$ cat src/design/wmmas_pkg.sv
// Shared types and constants for the windowed min/max/average statistics block.
// Used by the interfaces, the controller, the datapath and the top level.
package wmmas_pkg;

  localparam int PADDR_WIDTH = 5;
  localparam int PDATA_WIDTH = 64;
  localparam int TS_WIDTH    = 63;
  localparam int PORT_WIDTH  = 64;

  localparam logic [1:0] REG_ENABLE   = 2'd0;
  localparam logic [1:0] REG_MODE     = 2'd1;
  localparam logic [1:0] REG_INTERVAL = 2'd2;

  localparam logic [1:0] MODE_ALL = 2'd0;
  localparam logic [1:0] MODE_MIN = 2'd1;
  localparam logic [1:0] MODE_MAX = 2'd2;
  localparam logic [1:0] MODE_AVG = 2'd3;

  typedef enum logic [1:0] {
    KIND_CUR = 2'd0,
    KIND_MIN = 2'd1,
    KIND_MAX = 2'd2,
    KIND_AVG = 2'd3
  } kind_t;

  typedef struct packed {
    logic                enable;
    logic [1:0]          mode;
    logic [TS_WIDTH-1:0] interval;
  } cfg_t;

  typedef struct packed {
    logic  take_item;
    logic  update_window;
    logic  close_window;
    logic  load_out;
    kind_t out_kind;
    logic  out_last;
  } cmd_t;

  typedef struct packed {
    logic close_now;
    logic avg_ready;
  } stat_t;

endpackage

$ cat src/design/wmmas_ifs.sv
// Valid/ready channel interfaces for input items and result items.
// Depends on wmmas_pkg for the field widths.
interface wmmas_in_if;
  logic                                valid;
  logic                                ready;
  logic                                command;
  logic signed [wmmas_pkg::PORT_WIDTH-1:0] operand;
  logic [wmmas_pkg::TS_WIDTH-1:0]      timestamp;

  modport source (output valid, output command, output operand, output timestamp,
                  input ready);
  modport sink   (input valid, input command, input operand, input timestamp,
                  output ready);
endinterface

interface wmmas_out_if;
  logic                                valid;
  logic                                ready;
  logic [1:0]                          kind;
  logic signed [wmmas_pkg::PORT_WIDTH-1:0] result_value;
  logic                                last;

  modport source (output valid, output kind, output result_value, output last,
                  input ready);
  modport sink   (input valid, input kind, input result_value, input last,
                  output ready);
endinterface

$ cat src/design/windowed_min_max_avg_stats_top.sv
// Windowed min/max/average statistics counter, top level.
// Items arrive on in_ch; each returns the updated current value on out_ch, and an
// item whose timestamp passes the deadline while enabled also returns the window's
// min, max and truncated average (or one of them, by aggregate mode), in that order,
// with last set on the final result of the item.
// Configuration goes through the APB port: enable at 0x00, aggregate mode at 0x08,
// interval ticks at 0x10; writes belong in idle periods only.
// The current-value result is valid the cycle after acceptance. With enable low an
// item can be accepted every cycle while the output register is free. With enable
// high each item is first taken and then folded into the window before the next one
// is accepted. A window close that reports the average waits for the restoring
// divider, which starts with the window update, then gives one quotient bit per cycle.
// Results sit in a single output register; when the receiver holds ready low the
// block stalls in place and accepts the next item as soon as that register frees.
// Synchronous reset clears the configuration, the current value, the window and the
// deadline, and empties the output register.
// Depends on wmmas_pkg, the channel interfaces, wmmas_ctrl, wmmas_dp and wmmas_div.
module windowed_min_max_avg_stats_top #(
  parameter int VALUE_WIDTH = 64,
  parameter int COUNT_WIDTH = 32
) (
  input  logic                               clk,
  input  logic                               rst,
  input  logic                               psel,
  input  logic                               penable,
  input  logic                               pwrite,
  input  logic [wmmas_pkg::PADDR_WIDTH-1:0]  paddr,
  input  logic [wmmas_pkg::PDATA_WIDTH-1:0]  pwdata,
  output logic [wmmas_pkg::PDATA_WIDTH-1:0]  prdata,
  output logic                               pready,
  wmmas_in_if.sink                           in_ch,
  wmmas_out_if.source                        out_ch
);

  localparam int TW = wmmas_pkg::TS_WIDTH;

  logic             enable;
  logic [1:0]       aggregate_mode;
  logic [TW-1:0]    interval_ticks;
  logic [1:0]       reg_index;
  logic             reg_write;
  wmmas_pkg::cfg_t  cfg;
  wmmas_pkg::cmd_t  cmd;
  wmmas_pkg::stat_t st;

  assign pready    = 1'b1;
  assign reg_index = paddr[4:3];
  assign reg_write = psel && penable && pwrite;

  assign cfg.enable   = enable;
  assign cfg.mode     = aggregate_mode;
  assign cfg.interval = interval_ticks;

  always_ff @(posedge clk) begin
    if (rst) begin
      enable         <= 1'b0;
      aggregate_mode <= wmmas_pkg::MODE_ALL;
      interval_ticks <= '0;
    end else if (reg_write) begin
      case (reg_index)
        wmmas_pkg::REG_ENABLE:   enable         <= pwdata[0];
        wmmas_pkg::REG_MODE:     aggregate_mode <= pwdata[1:0];
        wmmas_pkg::REG_INTERVAL: interval_ticks <= pwdata[TW-1:0];
        default: begin
        end
      endcase
    end
  end

  always_comb begin
    case (reg_index)
      wmmas_pkg::REG_ENABLE:   prdata = {{(wmmas_pkg::PDATA_WIDTH-1){1'b0}}, enable};
      wmmas_pkg::REG_MODE:     prdata = {{(wmmas_pkg::PDATA_WIDTH-2){1'b0}}, aggregate_mode};
      wmmas_pkg::REG_INTERVAL: prdata = {1'b0, interval_ticks};
      default:                 prdata = '0;
    endcase
  end

  wmmas_ctrl u_ctrl (
    .clk       (clk),
    .rst       (rst),
    .cfg       (cfg),
    .st        (st),
    .cmd       (cmd),
    .in_valid  (in_ch.valid),
    .in_ready  (in_ch.ready),
    .out_valid (out_ch.valid),
    .out_ready (out_ch.ready)
  );

  wmmas_dp #(
    .VALUE_WIDTH(VALUE_WIDTH),
    .COUNT_WIDTH(COUNT_WIDTH)
  ) u_dp (
    .clk          (clk),
    .rst          (rst),
    .cfg          (cfg),
    .cmd          (cmd),
    .st           (st),
    .in_command   (in_ch.command),
    .in_operand   (in_ch.operand),
    .in_timestamp (in_ch.timestamp),
    .out_kind     (out_ch.kind),
    .out_value    (out_ch.result_value),
    .out_last     (out_ch.last)
  );

endmodule

$ cat src/design/wmmas_div.sv
// Restoring divider that averages a closed window: one quotient bit per cycle.
// Takes a signed sum and an unsigned count; the quotient truncates toward zero.
module wmmas_div #(
  parameter int VALUE_WIDTH = 64,
  parameter int COUNT_WIDTH = 32
) (
  input  logic                   clk,
  input  logic                   rst,
  input  logic                   start,
  input  logic [VALUE_WIDTH-1:0] sum,
  input  logic [COUNT_WIDTH-1:0] count,
  output logic                   busy,
  output logic [VALUE_WIDTH-1:0] quotient
);

  localparam int CNT_W = $clog2(VALUE_WIDTH + 1);

  logic [VALUE_WIDTH-1:0] dvd;
  logic [COUNT_WIDTH-1:0] dvs;
  logic [COUNT_WIDTH-1:0] rem;
  logic                   neg;
  logic                   prep;
  logic [CNT_W-1:0]       cnt;
  logic [COUNT_WIDTH:0]   shifted;
  logic [COUNT_WIDTH:0]   diff;
  logic                   fits;

  assign shifted  = {rem, dvd[VALUE_WIDTH-1]};
  assign fits     = shifted >= {1'b0, dvs};
  assign diff     = shifted - {1'b0, dvs};
  assign busy     = prep || (cnt != '0);
  assign quotient = neg ? (~dvd + 1'b1) : dvd;

  always_ff @(posedge clk) begin
    if (rst) begin
      prep <= 1'b0;
      cnt  <= '0;
    end else if (start) begin
      dvd  <= sum;
      neg  <= sum[VALUE_WIDTH-1];
      dvs  <= count;
      rem  <= '0;
      prep <= 1'b1;
      cnt  <= CNT_W'(VALUE_WIDTH);
    end else if (prep) begin
      dvd  <= neg ? (~dvd + 1'b1) : dvd;
      prep <= 1'b0;
    end else if (cnt != '0) begin
      rem <= fits ? diff[COUNT_WIDTH-1:0] : shifted[COUNT_WIDTH-1:0];
      dvd <= {dvd[VALUE_WIDTH-2:0], fits};
      cnt <= cnt - 1'b1;
    end
  end

endmodule

$ cat src/design/wmmas_dp.sv
// Datapath: current value, window state, deadline, snapshots and the result register.
// Depends on wmmas_pkg and instantiates wmmas_div for the window average.
module wmmas_dp #(
  parameter int VALUE_WIDTH = 64,
  parameter int COUNT_WIDTH = 32
) (
  input  logic                                   clk,
  input  logic                                   rst,
  input  wmmas_pkg::cfg_t                        cfg,
  input  wmmas_pkg::cmd_t                        cmd,
  output wmmas_pkg::stat_t                       st,
  input  logic                                   in_command,
  input  logic signed [wmmas_pkg::PORT_WIDTH-1:0] in_operand,
  input  logic [wmmas_pkg::TS_WIDTH-1:0]         in_timestamp,
  output logic [1:0]                             out_kind,
  output logic signed [wmmas_pkg::PORT_WIDTH-1:0] out_value,
  output logic                                   out_last
);

  localparam int TW = wmmas_pkg::TS_WIDTH;
  localparam logic [VALUE_WIDTH-1:0] MIN_INIT = {1'b0, {(VALUE_WIDTH-1){1'b1}}};
  localparam logic [VALUE_WIDTH-1:0] MAX_INIT = {1'b1, {(VALUE_WIDTH-1){1'b0}}};

  logic [VALUE_WIDTH-1:0] current_value;
  logic [VALUE_WIDTH-1:0] window_min;
  logic [VALUE_WIDTH-1:0] window_max;
  logic [VALUE_WIDTH-1:0] window_sum;
  logic [COUNT_WIDTH-1:0] sample_count;
  logic [TW-1:0]          deadline;
  logic [TW-1:0]          ts_q;
  logic [VALUE_WIDTH-1:0] snap_min;
  logic [VALUE_WIDTH-1:0] snap_max;

  logic [VALUE_WIDTH-1:0] opnd_v;
  logic [VALUE_WIDTH-1:0] value_next;
  logic [VALUE_WIDTH-1:0] min_next;
  logic [VALUE_WIDTH-1:0] max_next;
  logic [VALUE_WIDTH-1:0] sum_next;
  logic [COUNT_WIDTH-1:0] count_next;
  logic [TW:0]            ts_sum;
  logic [TW-1:0]          deadline_next;
  logic                   div_start;
  logic                   div_busy;
  logic [VALUE_WIDTH-1:0] div_quot;
  logic signed [VALUE_WIDTH-1:0] sel_value;

  assign opnd_v     = in_operand[VALUE_WIDTH-1:0];
  assign value_next = in_command ? (current_value + opnd_v) : opnd_v;

  assign count_next = (sample_count == '1) ? sample_count : (sample_count + 1'b1);
  assign min_next   = ($signed(current_value) < $signed(window_min)) ? current_value
                                                                     : window_min;
  assign max_next   = ($signed(window_max) < $signed(current_value)) ? current_value
                                                                     : window_max;
  assign sum_next   = window_sum + current_value;

  assign ts_sum        = {1'b0, ts_q} + {1'b0, cfg.interval};
  assign deadline_next = ts_sum[TW] ? {TW{1'b1}} : ts_sum[TW-1:0];

  assign div_start    = cmd.update_window && cmd.close_window;
  assign st.close_now = cfg.enable && (in_timestamp > deadline);
  assign st.avg_ready = !div_busy;

  wmmas_div #(
    .VALUE_WIDTH(VALUE_WIDTH),
    .COUNT_WIDTH(COUNT_WIDTH)
  ) u_div (
    .clk      (clk),
    .rst      (rst),
    .start    (div_start),
    .sum      (sum_next),
    .count    (count_next),
    .busy     (div_busy),
    .quotient (div_quot)
  );

  always_comb begin
    case (cmd.out_kind)
      wmmas_pkg::KIND_CUR: sel_value = value_next;
      wmmas_pkg::KIND_MIN: sel_value = snap_min;
      wmmas_pkg::KIND_MAX: sel_value = snap_max;
      wmmas_pkg::KIND_AVG: sel_value = div_quot;
      default:             sel_value = value_next;
    endcase
  end

  always_ff @(posedge clk) begin
    if (rst) begin
      current_value <= '0;
      window_min    <= MIN_INIT;
      window_max    <= MAX_INIT;
      window_sum    <= '0;
      sample_count  <= '0;
      deadline      <= '0;
    end else begin
      if (cmd.take_item) begin
        current_value <= value_next;
      end
      if (cmd.update_window) begin
        if (cmd.close_window) begin
          window_min   <= MIN_INIT;
          window_max   <= MAX_INIT;
          window_sum   <= '0;
          sample_count <= '0;
          deadline     <= deadline_next;
        end else begin
          window_min   <= min_next;
          window_max   <= max_next;
          window_sum   <= sum_next;
          sample_count <= count_next;
        end
      end
    end
  end

  always_ff @(posedge clk) begin
    if (cmd.take_item) begin
      ts_q <= in_timestamp;
    end
    if (div_start) begin
      snap_min <= min_next;
      snap_max <= max_next;
    end
    if (cmd.load_out) begin
      out_kind  <= cmd.out_kind;
      out_value <= wmmas_pkg::PORT_WIDTH'(sel_value);
      out_last  <= cmd.out_last;
    end
  end

endmodule

$ cat src/design/wmmas_ctrl.sv
// Controller state machine: sequences item intake, window update and result emission.
// Depends on wmmas_pkg; drives the datapath through command and status structs.
module wmmas_ctrl (
  input  logic             clk,
  input  logic             rst,
  input  wmmas_pkg::cfg_t  cfg,
  input  wmmas_pkg::stat_t st,
  output wmmas_pkg::cmd_t  cmd,
  input  logic             in_valid,
  output logic             in_ready,
  output logic             out_valid,
  input  logic             out_ready
);

  typedef enum logic [2:0] {
    S_IDLE,
    S_UPD,
    S_MIN,
    S_MAX,
    S_AVG
  } state_t;

  state_t state;
  state_t state_next;
  logic   closing;
  logic   closing_next;
  logic   out_free;

  assign out_free = !out_valid || out_ready;

  always_comb begin
    cmd          = '0;
    cmd.out_kind = wmmas_pkg::KIND_CUR;
    in_ready     = 1'b0;
    state_next   = state;
    closing_next = closing;
    case (state)
      S_IDLE: begin
        in_ready = out_free;
        if (in_valid && out_free) begin
          cmd.take_item = 1'b1;
          cmd.load_out  = 1'b1;
          cmd.out_kind  = wmmas_pkg::KIND_CUR;
          cmd.out_last  = !st.close_now;
          closing_next  = st.close_now;
          state_next    = cfg.enable ? S_UPD : S_IDLE;
        end
      end
      S_UPD: begin
        cmd.update_window = 1'b1;
        cmd.close_window  = closing;
        if (!closing) begin
          state_next = S_IDLE;
        end else if (cfg.mode == wmmas_pkg::MODE_MAX) begin
          state_next = S_MAX;
        end else if (cfg.mode == wmmas_pkg::MODE_AVG) begin
          state_next = S_AVG;
        end else begin
          state_next = S_MIN;
        end
      end
      S_MIN: begin
        if (out_free) begin
          cmd.load_out = 1'b1;
          cmd.out_kind = wmmas_pkg::KIND_MIN;
          cmd.out_last = (cfg.mode == wmmas_pkg::MODE_MIN);
          state_next   = (cfg.mode == wmmas_pkg::MODE_ALL) ? S_MAX : S_IDLE;
        end
      end
      S_MAX: begin
        if (out_free) begin
          cmd.load_out = 1'b1;
          cmd.out_kind = wmmas_pkg::KIND_MAX;
          cmd.out_last = (cfg.mode == wmmas_pkg::MODE_MAX);
          state_next   = (cfg.mode == wmmas_pkg::MODE_ALL) ? S_AVG : S_IDLE;
        end
      end
      S_AVG: begin
        if (out_free && st.avg_ready) begin
          cmd.load_out = 1'b1;
          cmd.out_kind = wmmas_pkg::KIND_AVG;
          cmd.out_last = 1'b1;
          state_next   = S_IDLE;
        end
      end
      default: begin
        state_next = S_IDLE;
      end
    endcase
  end

  always_ff @(posedge clk) begin
    if (rst) begin
      state     <= S_IDLE;
      closing   <= 1'b0;
      out_valid <= 1'b0;
    end else begin
      state   <= state_next;
      closing <= closing_next;
      if (cmd.load_out) begin
        out_valid <= 1'b1;
      end else if (out_ready) begin
        out_valid <= 1'b0;
      end
    end
  end

endmodule

$ cat src/flat_wrapper.sv
// flat-port wrapper written by rule: the top's interface ports become plain ports
module windowed_min_max_avg_stats_top_flat 
#(
  parameter int VALUE_WIDTH = 64,
  parameter int COUNT_WIDTH = 32
)
  (clk, rst, psel, penable, pwrite, paddr, pwdata, prdata, pready, in_ch_valid, in_ch_command, in_ch_operand, in_ch_timestamp, in_ch_ready, out_ch_valid, out_ch_kind, out_ch_result_value, out_ch_last, out_ch_ready);
  wmmas_in_if in_ch_i ();
  wmmas_out_if out_ch_i ();
  input  logic clk;
  input  logic rst;
  input  logic psel;
  input  logic penable;
  input  logic pwrite;
  input  logic [wmmas_pkg::PADDR_WIDTH-1:0] paddr;
  input  logic [wmmas_pkg::PDATA_WIDTH-1:0] pwdata;
  output logic [wmmas_pkg::PDATA_WIDTH-1:0] prdata;
  output logic pready;
  input wire logic [$bits(in_ch_i.valid)-1:0] in_ch_valid;
  input wire logic [$bits(in_ch_i.command)-1:0] in_ch_command;
  input wire logic [$bits(in_ch_i.operand)-1:0] in_ch_operand;
  input wire logic [$bits(in_ch_i.timestamp)-1:0] in_ch_timestamp;
  output wire logic [$bits(in_ch_i.ready)-1:0] in_ch_ready;
  output wire logic [$bits(out_ch_i.valid)-1:0] out_ch_valid;
  output wire logic [$bits(out_ch_i.kind)-1:0] out_ch_kind;
  output wire logic [$bits(out_ch_i.result_value)-1:0] out_ch_result_value;
  output wire logic [$bits(out_ch_i.last)-1:0] out_ch_last;
  input wire logic [$bits(out_ch_i.ready)-1:0] out_ch_ready;
  assign in_ch_i.valid = in_ch_valid;
  assign in_ch_i.command = in_ch_command;
  assign in_ch_i.operand = in_ch_operand;
  assign in_ch_i.timestamp = in_ch_timestamp;
  assign in_ch_ready = in_ch_i.ready;
  assign out_ch_valid = out_ch_i.valid;
  assign out_ch_kind = out_ch_i.kind;
  assign out_ch_result_value = out_ch_i.result_value;
  assign out_ch_last = out_ch_i.last;
  assign out_ch_i.ready = out_ch_ready;
  windowed_min_max_avg_stats_top #(.VALUE_WIDTH(VALUE_WIDTH), .COUNT_WIDTH(COUNT_WIDTH)) u_core (.clk(clk), .rst(rst), .psel(psel), .penable(penable), .pwrite(pwrite), .paddr(paddr), .pwdata(pwdata), .prdata(prdata), .pready(pready), .in_ch(in_ch_i), .out_ch(out_ch_i));
endmodule
$ cat config.mk
export PLATFORM = sky130hd
export DESIGN_NAME = windowed_min_max_avg_stats_top_flat
export DESIGN_NICKNAME = d
export VERILOG_FILES = /design/src/design/wmmas_pkg.sv /design/src/design/wmmas_ifs.sv /design/src/design/windowed_min_max_avg_stats_top.sv /design/src/design/wmmas_div.sv /design/src/design/wmmas_dp.sv /design/src/design/wmmas_ctrl.sv /design/src/flat_wrapper.sv
export SDC_FILE = /design/constraint.sdc
export NUM_CORES = 2
export LEC_CHECK = 0
export BUFFER_PORTS_ARGS = -buffer_cell sky130_fd_sc_hd__buf_2
export CORE_MARGIN = 1.5
export CORE_UTILIZATION = 36
export DETAILED_ROUTE_END_ITERATION = 10
export HOLD_SLACK_MARGIN = 0.1
export SETUP_SLACK_MARGIN = 0.02
export SYNTH_ARGS = -nofsm -noshare
export SYNTH_HDL_FRONTEND = slang
export SYNTH_HIERARCHICAL = 1
export SYNTH_SLANG_ARGS = --single-unit
$ cat constraint.sdc
create_clock -name clk -period 8.78 [get_ports clk]
set_clock_uncertainty 0.15 [all_clocks]
set_input_delay 0.878 -clock clk [delete_from_list [all_inputs] [get_ports clk]]
set_output_delay 0.878 -clock clk [all_outputs]
set_load 0.02 [all_outputs]
* After elaboration in Yosys (flattened, before gate mapping) *
Index checks and enable logic that the tools add are counted.

storage, ports and cells
  word-level logic and storage cells = 132
  output and inout bits = 134
  register bits = 817

operators by class
  add/sub/neg operators = 7
  eq/ne operators = 18
  multiplexer cells = 44
  bitwise logic cells = 3
  reductions and logical operators = 31
  magnitude comparators = 4

operators with widths
  kind                                                             count
  64-bit two-way mux                                               10
  64-bit one-hot mux with 4 select lines                           1
  63-bit one-hot mux with 3 select lines                           1
  32-bit two-way mux                                               5
  64-bit adder                                                     2
  64-bit less-than comparator                                      2
  63-bit by 63-bit adder with 64-bit output                        1
  64-bit by 1-bit adder with 64-bit output, second input constant  1
  64-bit inverter                                                  1
  63-bit > comparator                                              1
  63-bit two-way mux                                               1
  33-bit by 32-bit greater-or-equal comparator with 1-bit output   1
  32-bit by 1-bit adder with 32-bit output, second input constant  1
  32-bit == test, second input constant                            1
  32-bit subtractor                                                1
  3-bit two-way mux                                                8
  7-bit two-way mux                                                3
  2-bit AND reduction                                              9
  4-bit two-way mux                                                4
  4-bit one-hot mux with 4 select lines                            1
  3-bit one-hot mux with 5 select lines                            1
  2-bit == test, second input constant                             5
  2-bit inequality test, second input constant                     5
  1-bit two-way mux                                                7
  other kinds (18)                                                 34

* Longest topological paths before layout *
  depth in word-level cells = 8
  mapped depth = 15
  gate-level depth less buffers = 15

* Cells and area by module *
Netlist, hierarchy kept.

modules (own cells, without submodules)
  module                          seq. area each (um^2)  times used  area each (um^2)  cells each
  wmmas_dp                        14774.2                1           39664.3           4252
  wmmas_div                       4033.9                 1           9210.1            959
  windowed_min_max_avg_stats_top  1321.3                 1           3485.8            364
  wmmas_ctrl                      100.1                  1           395.4             53

* Least setup slack after synthesis *
No wires, ideal clock.

  kind = register -> register
  from = register u_core.u_ctrl.state[0]
  to = register u_core.u_dp.u_div.dvd[10] (enable)
  cell stages (with the launch flop) = 13
  path slack = -888 ps
  arrival = 9034 ps
  library setup time = 484 ps
  required time = 8146 ps
  cells stage by stage = dfxtp_1 -> inv_1 -> nor3_1 -> clkbuf_1 -> clkinv_1 -> nor2_1 -> clkbuf_1 -> clkbuf_1 -> clkbuf_1 -> clkbuf_1 -> buf_1 -> nor2_1 -> nor2_1

RTL lines
  item                      line              RTL
  start: declaration        wmmas_ctrl.sv:23  state_t state;
  start signal: assignment  wmmas_ctrl.sv:98  state <= state_next;
  end signal: assignment    wmmas_div.sv:39   dvd <= sum;
  end signal: assignment    wmmas_div.sv:46   dvd <= neg ? (~dvd + 1'b1) : dvd;
  end signal: assignment    wmmas_div.sv:50   dvd <= {dvd[VALUE_WIDTH-2:0], fits};
  end: declaration          wmmas_div.sv:18   logic [VALUE_WIDTH-1:0] dvd;

* Final worst setup path *
  from = register u_core.u_dp.current_value[29]
  to = register u_core.u_dp.window_max[40]

between the ends
  longest elaborated chain between the ends = 3

ends and longest elaborated chain
  item                         line             RTL
  start: declaration           wmmas_dp.sv:24   logic [VALUE_WIDTH-1:0] current_value;
  start signal: assignment     wmmas_dp.sv:97   current_value <= value_next;
  64-bit less-than comparator  wmmas_dp.sv:53   assign max_next = ($signed(window_max) < $signed(current_value)) ? current_value
  64-bit two-way mux           wmmas_dp.sv:53
  64-bit two-way mux           wmmas_dp.sv:100  if (cmd.close_window) begin
  end signal: assignment       wmmas_dp.sv:108  window_max <= max_next;
  end: declaration             wmmas_dp.sv:26   logic [VALUE_WIDTH-1:0] window_max;

Every way passes these cells.
A chain may end at the register's enable or synchronous reset.

==> results.tsv <==
stage	metric	value	unit
synthesis	synth_area_leaders	edfxtp_1 (22%), dfxtp_1 (16%), ha_1 (9.8%), mux2i_1 (4.5%), o21ai_0 (4.0%)	
place	gp_congestion	0.939	
global_routing	grt_usage	21.6	%
place	numPortBuffers	331	
synthesis	synth_edf_count	387	
worst_setup_path	path_max_fanout	39	
floorplan	fp.dieH	386	µm
global_routing	grt_pass1_wl	251	mm
synthesis	synth_area_leader_cell	edfxtp_1	
synthesis	yosysUniqueCellTypes	114	
cts	cts.clk_slew.worst_paths	60	ps
drt	viasPerCell	5.60	
place	place_ws	2940	ps
worst_setup_path	slowest_delay	870	ps
sta	worstMarginPinSlew	1180	ps
sta	hold_viol	0	
sta	max-slew-margin-rel	21.0	%
floorplan	die-area	149000	µm²
synthesis	postSynthAreaPerCell	9.37	µm²
worst_setup_path	r2r_slack	2850	ps
global_routing	grt_max_degree	170	
worst_setup_path	path_cells	inv_1, ha_1, a21o_1, a21o_1, a21oi_1, o2111ai_1, a31oi_1, o21ai_1, a221o_1, a31o_4, nor2_4, buf_4, a22o_1	
floorplan	die_w	386	µm
sta	fin_ws	2850	ps
layout	fin_nets	6408	
synthesis	yosys_register_bits	817	
synthesis	synth_top_area_share	22.0	%
min_path	min_path_cells	1	
power_and_ir_drop	p_per_area	199	nW/µm²
synthesis	synth_area	52800	µm²
synthesis	synth_nets	6249	
cts	cts_resized	0	
sta	slew_violations	0	
sta	holdWs	185	ps
global_routing	antenna_found_initial	10	
drt	drtPass1Iterations	5	
cts	cts_tree	done	
worst_setup_path	cp.arrival	6440	ps
sta	period_minus_slack	5930	ps
floorplan	coreArea	146000	µm²
min_path	hold_class	in -> reg	
cts	htreeDepth	3	
drt	drc	0	
drt	ant_nets	0	
sta	fmaxAchievable	0.169	GHz
worst_setup_path	slowest_stage	nor2_4	
drt	drt-wirelength-per-cell	21.2	µm
synthesis	synth_seq_area_share	38.3	%
sta	finalSetupViolCount	0	
worst_setup_path	reg2reg_from	u_core/u_dp/current_value[29]	
floorplan	pin_count	338	
worst_setup_path	cp_common_cell	a21o_1	
cts	numCtsBuffers	97	
cts	root_buffer	clkbuf_16	
run	maxCapViolations	0	
place	hpwl	120	mm
global_routing	grt_pass1_vias	42300	
drt	wl	165	mm
sta	fin_tns_setup	0	ps
global_routing	overflow	0	
synthesis	async_flop_share	0	%
layout	area_growth_syn_to_layout	12.3	%
power_and_ir_drop	p_leak	24.8	nW
drt	drtIter0Drc	3386	
cts	clk_latency	740	ps
sta	rsz0062_at_grt	false	
floorplan	start_util	36.2	%
worst_setup_path	startpoint_type	register	
cts	hold_buffers	0	
sta	post-route-period-util	67.5	%
synthesis	ys_warn_count	6	
power_and_ir_drop	ir_drop	0.159	mV
min_path	worstHoldEndpoint	u_core/u_dp/ts_q[39]	
synthesis	syn_inst	5628	
worst_setup_path	path_class	reg -> reg	
cts	post_cts_buffers	0	
cts	cts_sinks	817	
synthesis	synth_flop_cell	dfxtp_1	
worst_setup_path	endpoint_kind	register	
worst_setup_path	r2r_end	u_core/u_dp/window_max[40]	
layout	drive_gt1_share	12.7	%
outcome	status	finished, final reports clean	
cts	clockBufferDepth	3	
min_path	min-delay-start	in_ch_timestamp[39]	
worst_setup_path	crit_required	9290	ps
floorplan	rows	140	
worst_setup_path	r2r_cells	13	
drt	via_count	43600	
cell usage in the layout, fill, tap and decap left out, types with 53 or more instances in the layout:
cell type / count
nor2_1: 315
nor3_1: 67
inv_1: 308
dfxtp_1: 429
and2_1: 78
ha_1: 413
nor2b_1: 53
buf_2: 329
xor2_1: 103
nand4_1: 102
clkbuf_16: 99
nand2b_1: 163
a21oi_1: 391
edfxtp_1: 387
xnor2_1: 195
nand2_1: 391
mux2i_1: 237
a22o_1: 106
nand3_1: 212
a21o_1: 200
o21ai_0: 416
per-stage QoR:
step | instance area (µm²) | utilization, % | total power, mW | std cells
2_1_floorplan | 52800 | - | 6.81 | 5628
3_3_place_gp | 55900 | 38.4 | 7.59 | 7605
3_5_place_dp | 55900 | 38.4 | 7.64 | 7605
4_1_cts | 59200 | 40.7 | 11.9 | 7785
5_1_grt | 59200 | 40.7 | 12.4 | 7786
6_report | 59200 | 40.7 | 11.8 | 7788
state kept, by name, summed over array words and instances, names as in the netlist, 64 cells and up:
register                   count
u_core/u_dp/window_min        64
u_core/u_dp/snap_max          64
u_core/u_dp/out_value         64
u_core/u_dp/snap_min          64
u_core/u_dp/window_max        64
u_core/u_dp/current_value     64
u_core/u_dp/u_div/dvd         64
u_core/u_dp/window_sum        64
worst max path at each step:
stage                                       start                    endpoint  slack [ps]  depth (start not counted)
floorplan                  u_core/u_ctrl/state[0]   u_core/u_dp/u_div/dvd[10]        1080                         12
global placement    u_core/u_dp/current_value[29]  u_core/u_dp/window_max[31]        2940                         13
detailed placement  u_core/u_dp/current_value[29]  u_core/u_dp/window_max[36]        2940                         13
CTS                 u_core/u_dp/current_value[29]  u_core/u_dp/window_max[36]        2910                         13
global route         u_core/u_dp/current_value[1]  u_core/u_dp/window_max[43]        2840                         13
finish              u_core/u_dp/current_value[29]  u_core/u_dp/window_max[40]        2850                         13
power breakdown:
group | switching, mW | internal, mW | total (mW) | leakage [nW]
clock network | 1.78 | 2.41 | 4.18 | 1.59
registers | 0.289 | 4.44 | 4.73 | 7.17
logic | 1.74 | 1.13 | 2.87 | 16.1
cell usage after synthesis, drive strengths merged, types with 29 or more instances:
cell,count
o21a,29
nor2,326
a22o,106
mux2,46
mux2i,237
inv,312
edfxtp,387
nand2,393
nor2b,54
a21oi,403
clkbuf,249
a211oi,37
and2,79
ha,413
o21bai,48
o31ai,36
a22oi,46
dfxtp,430
nand2b,163
buf,65
nand4,104
and3,35
xor2,103
nor3,71
nand3,214
a21o,200
a31oi,34
xnor2,196
mux4,49
o21ai,443
kinds of logic (layout without fill, tap and decap cells):
family                     count (synthesis)  after routing  synth area share, %
buffers and inverters                    628            868                 4.89
DFF                                      817            817                 38.3
xor gates and xnor gates                 299            299                 4.98
other                                      2              5               0.0142
muxes                                    332            332                 7.57
AOI/OAI and AO/OA                       1589           1589                 19.7
and+or+nand+nor                         1544           1544                 14.5
adders and majority gates                417            417                 9.95
worst max-delay path: cells and delay by family (launching register included):
kind,cells,cell delay [ps]
AOI/OAI and AO/OA,9,3100
and+or+nand+nor,1,870
buffers and inverters,2,760
DFF,1,560
adders and majority gates,1,330
cell type report:
| type | instances | area [µm²] |
|---|---|---|
| Antenna cell | 3 | 7.51 |
| Clock buffer | 126 | 2730 |
| Clock inverter | 54 | 562 |
| Fill cell | 14300 | 86300 |
| Inverter | 314 | 1180 |
| Multi-Input combinational cell | 4183 | 30100 |
| Sequential cell | 817 | 20200 |
| Tap cell | 1917 | 2400 |
| Timing Repair Buffer | 374 | 2000 |
routing by layer:
metal  part of all wire [%]  routed length [µm]  GRT usage [%]
met1                     45               74000           29.1
met2                     46               75600           35.3
met3                    5.9                9680           2.72
met4                    3.5                5770           7.89
met5                  0.032                  52              0
(Power assumes the default switching activity.)
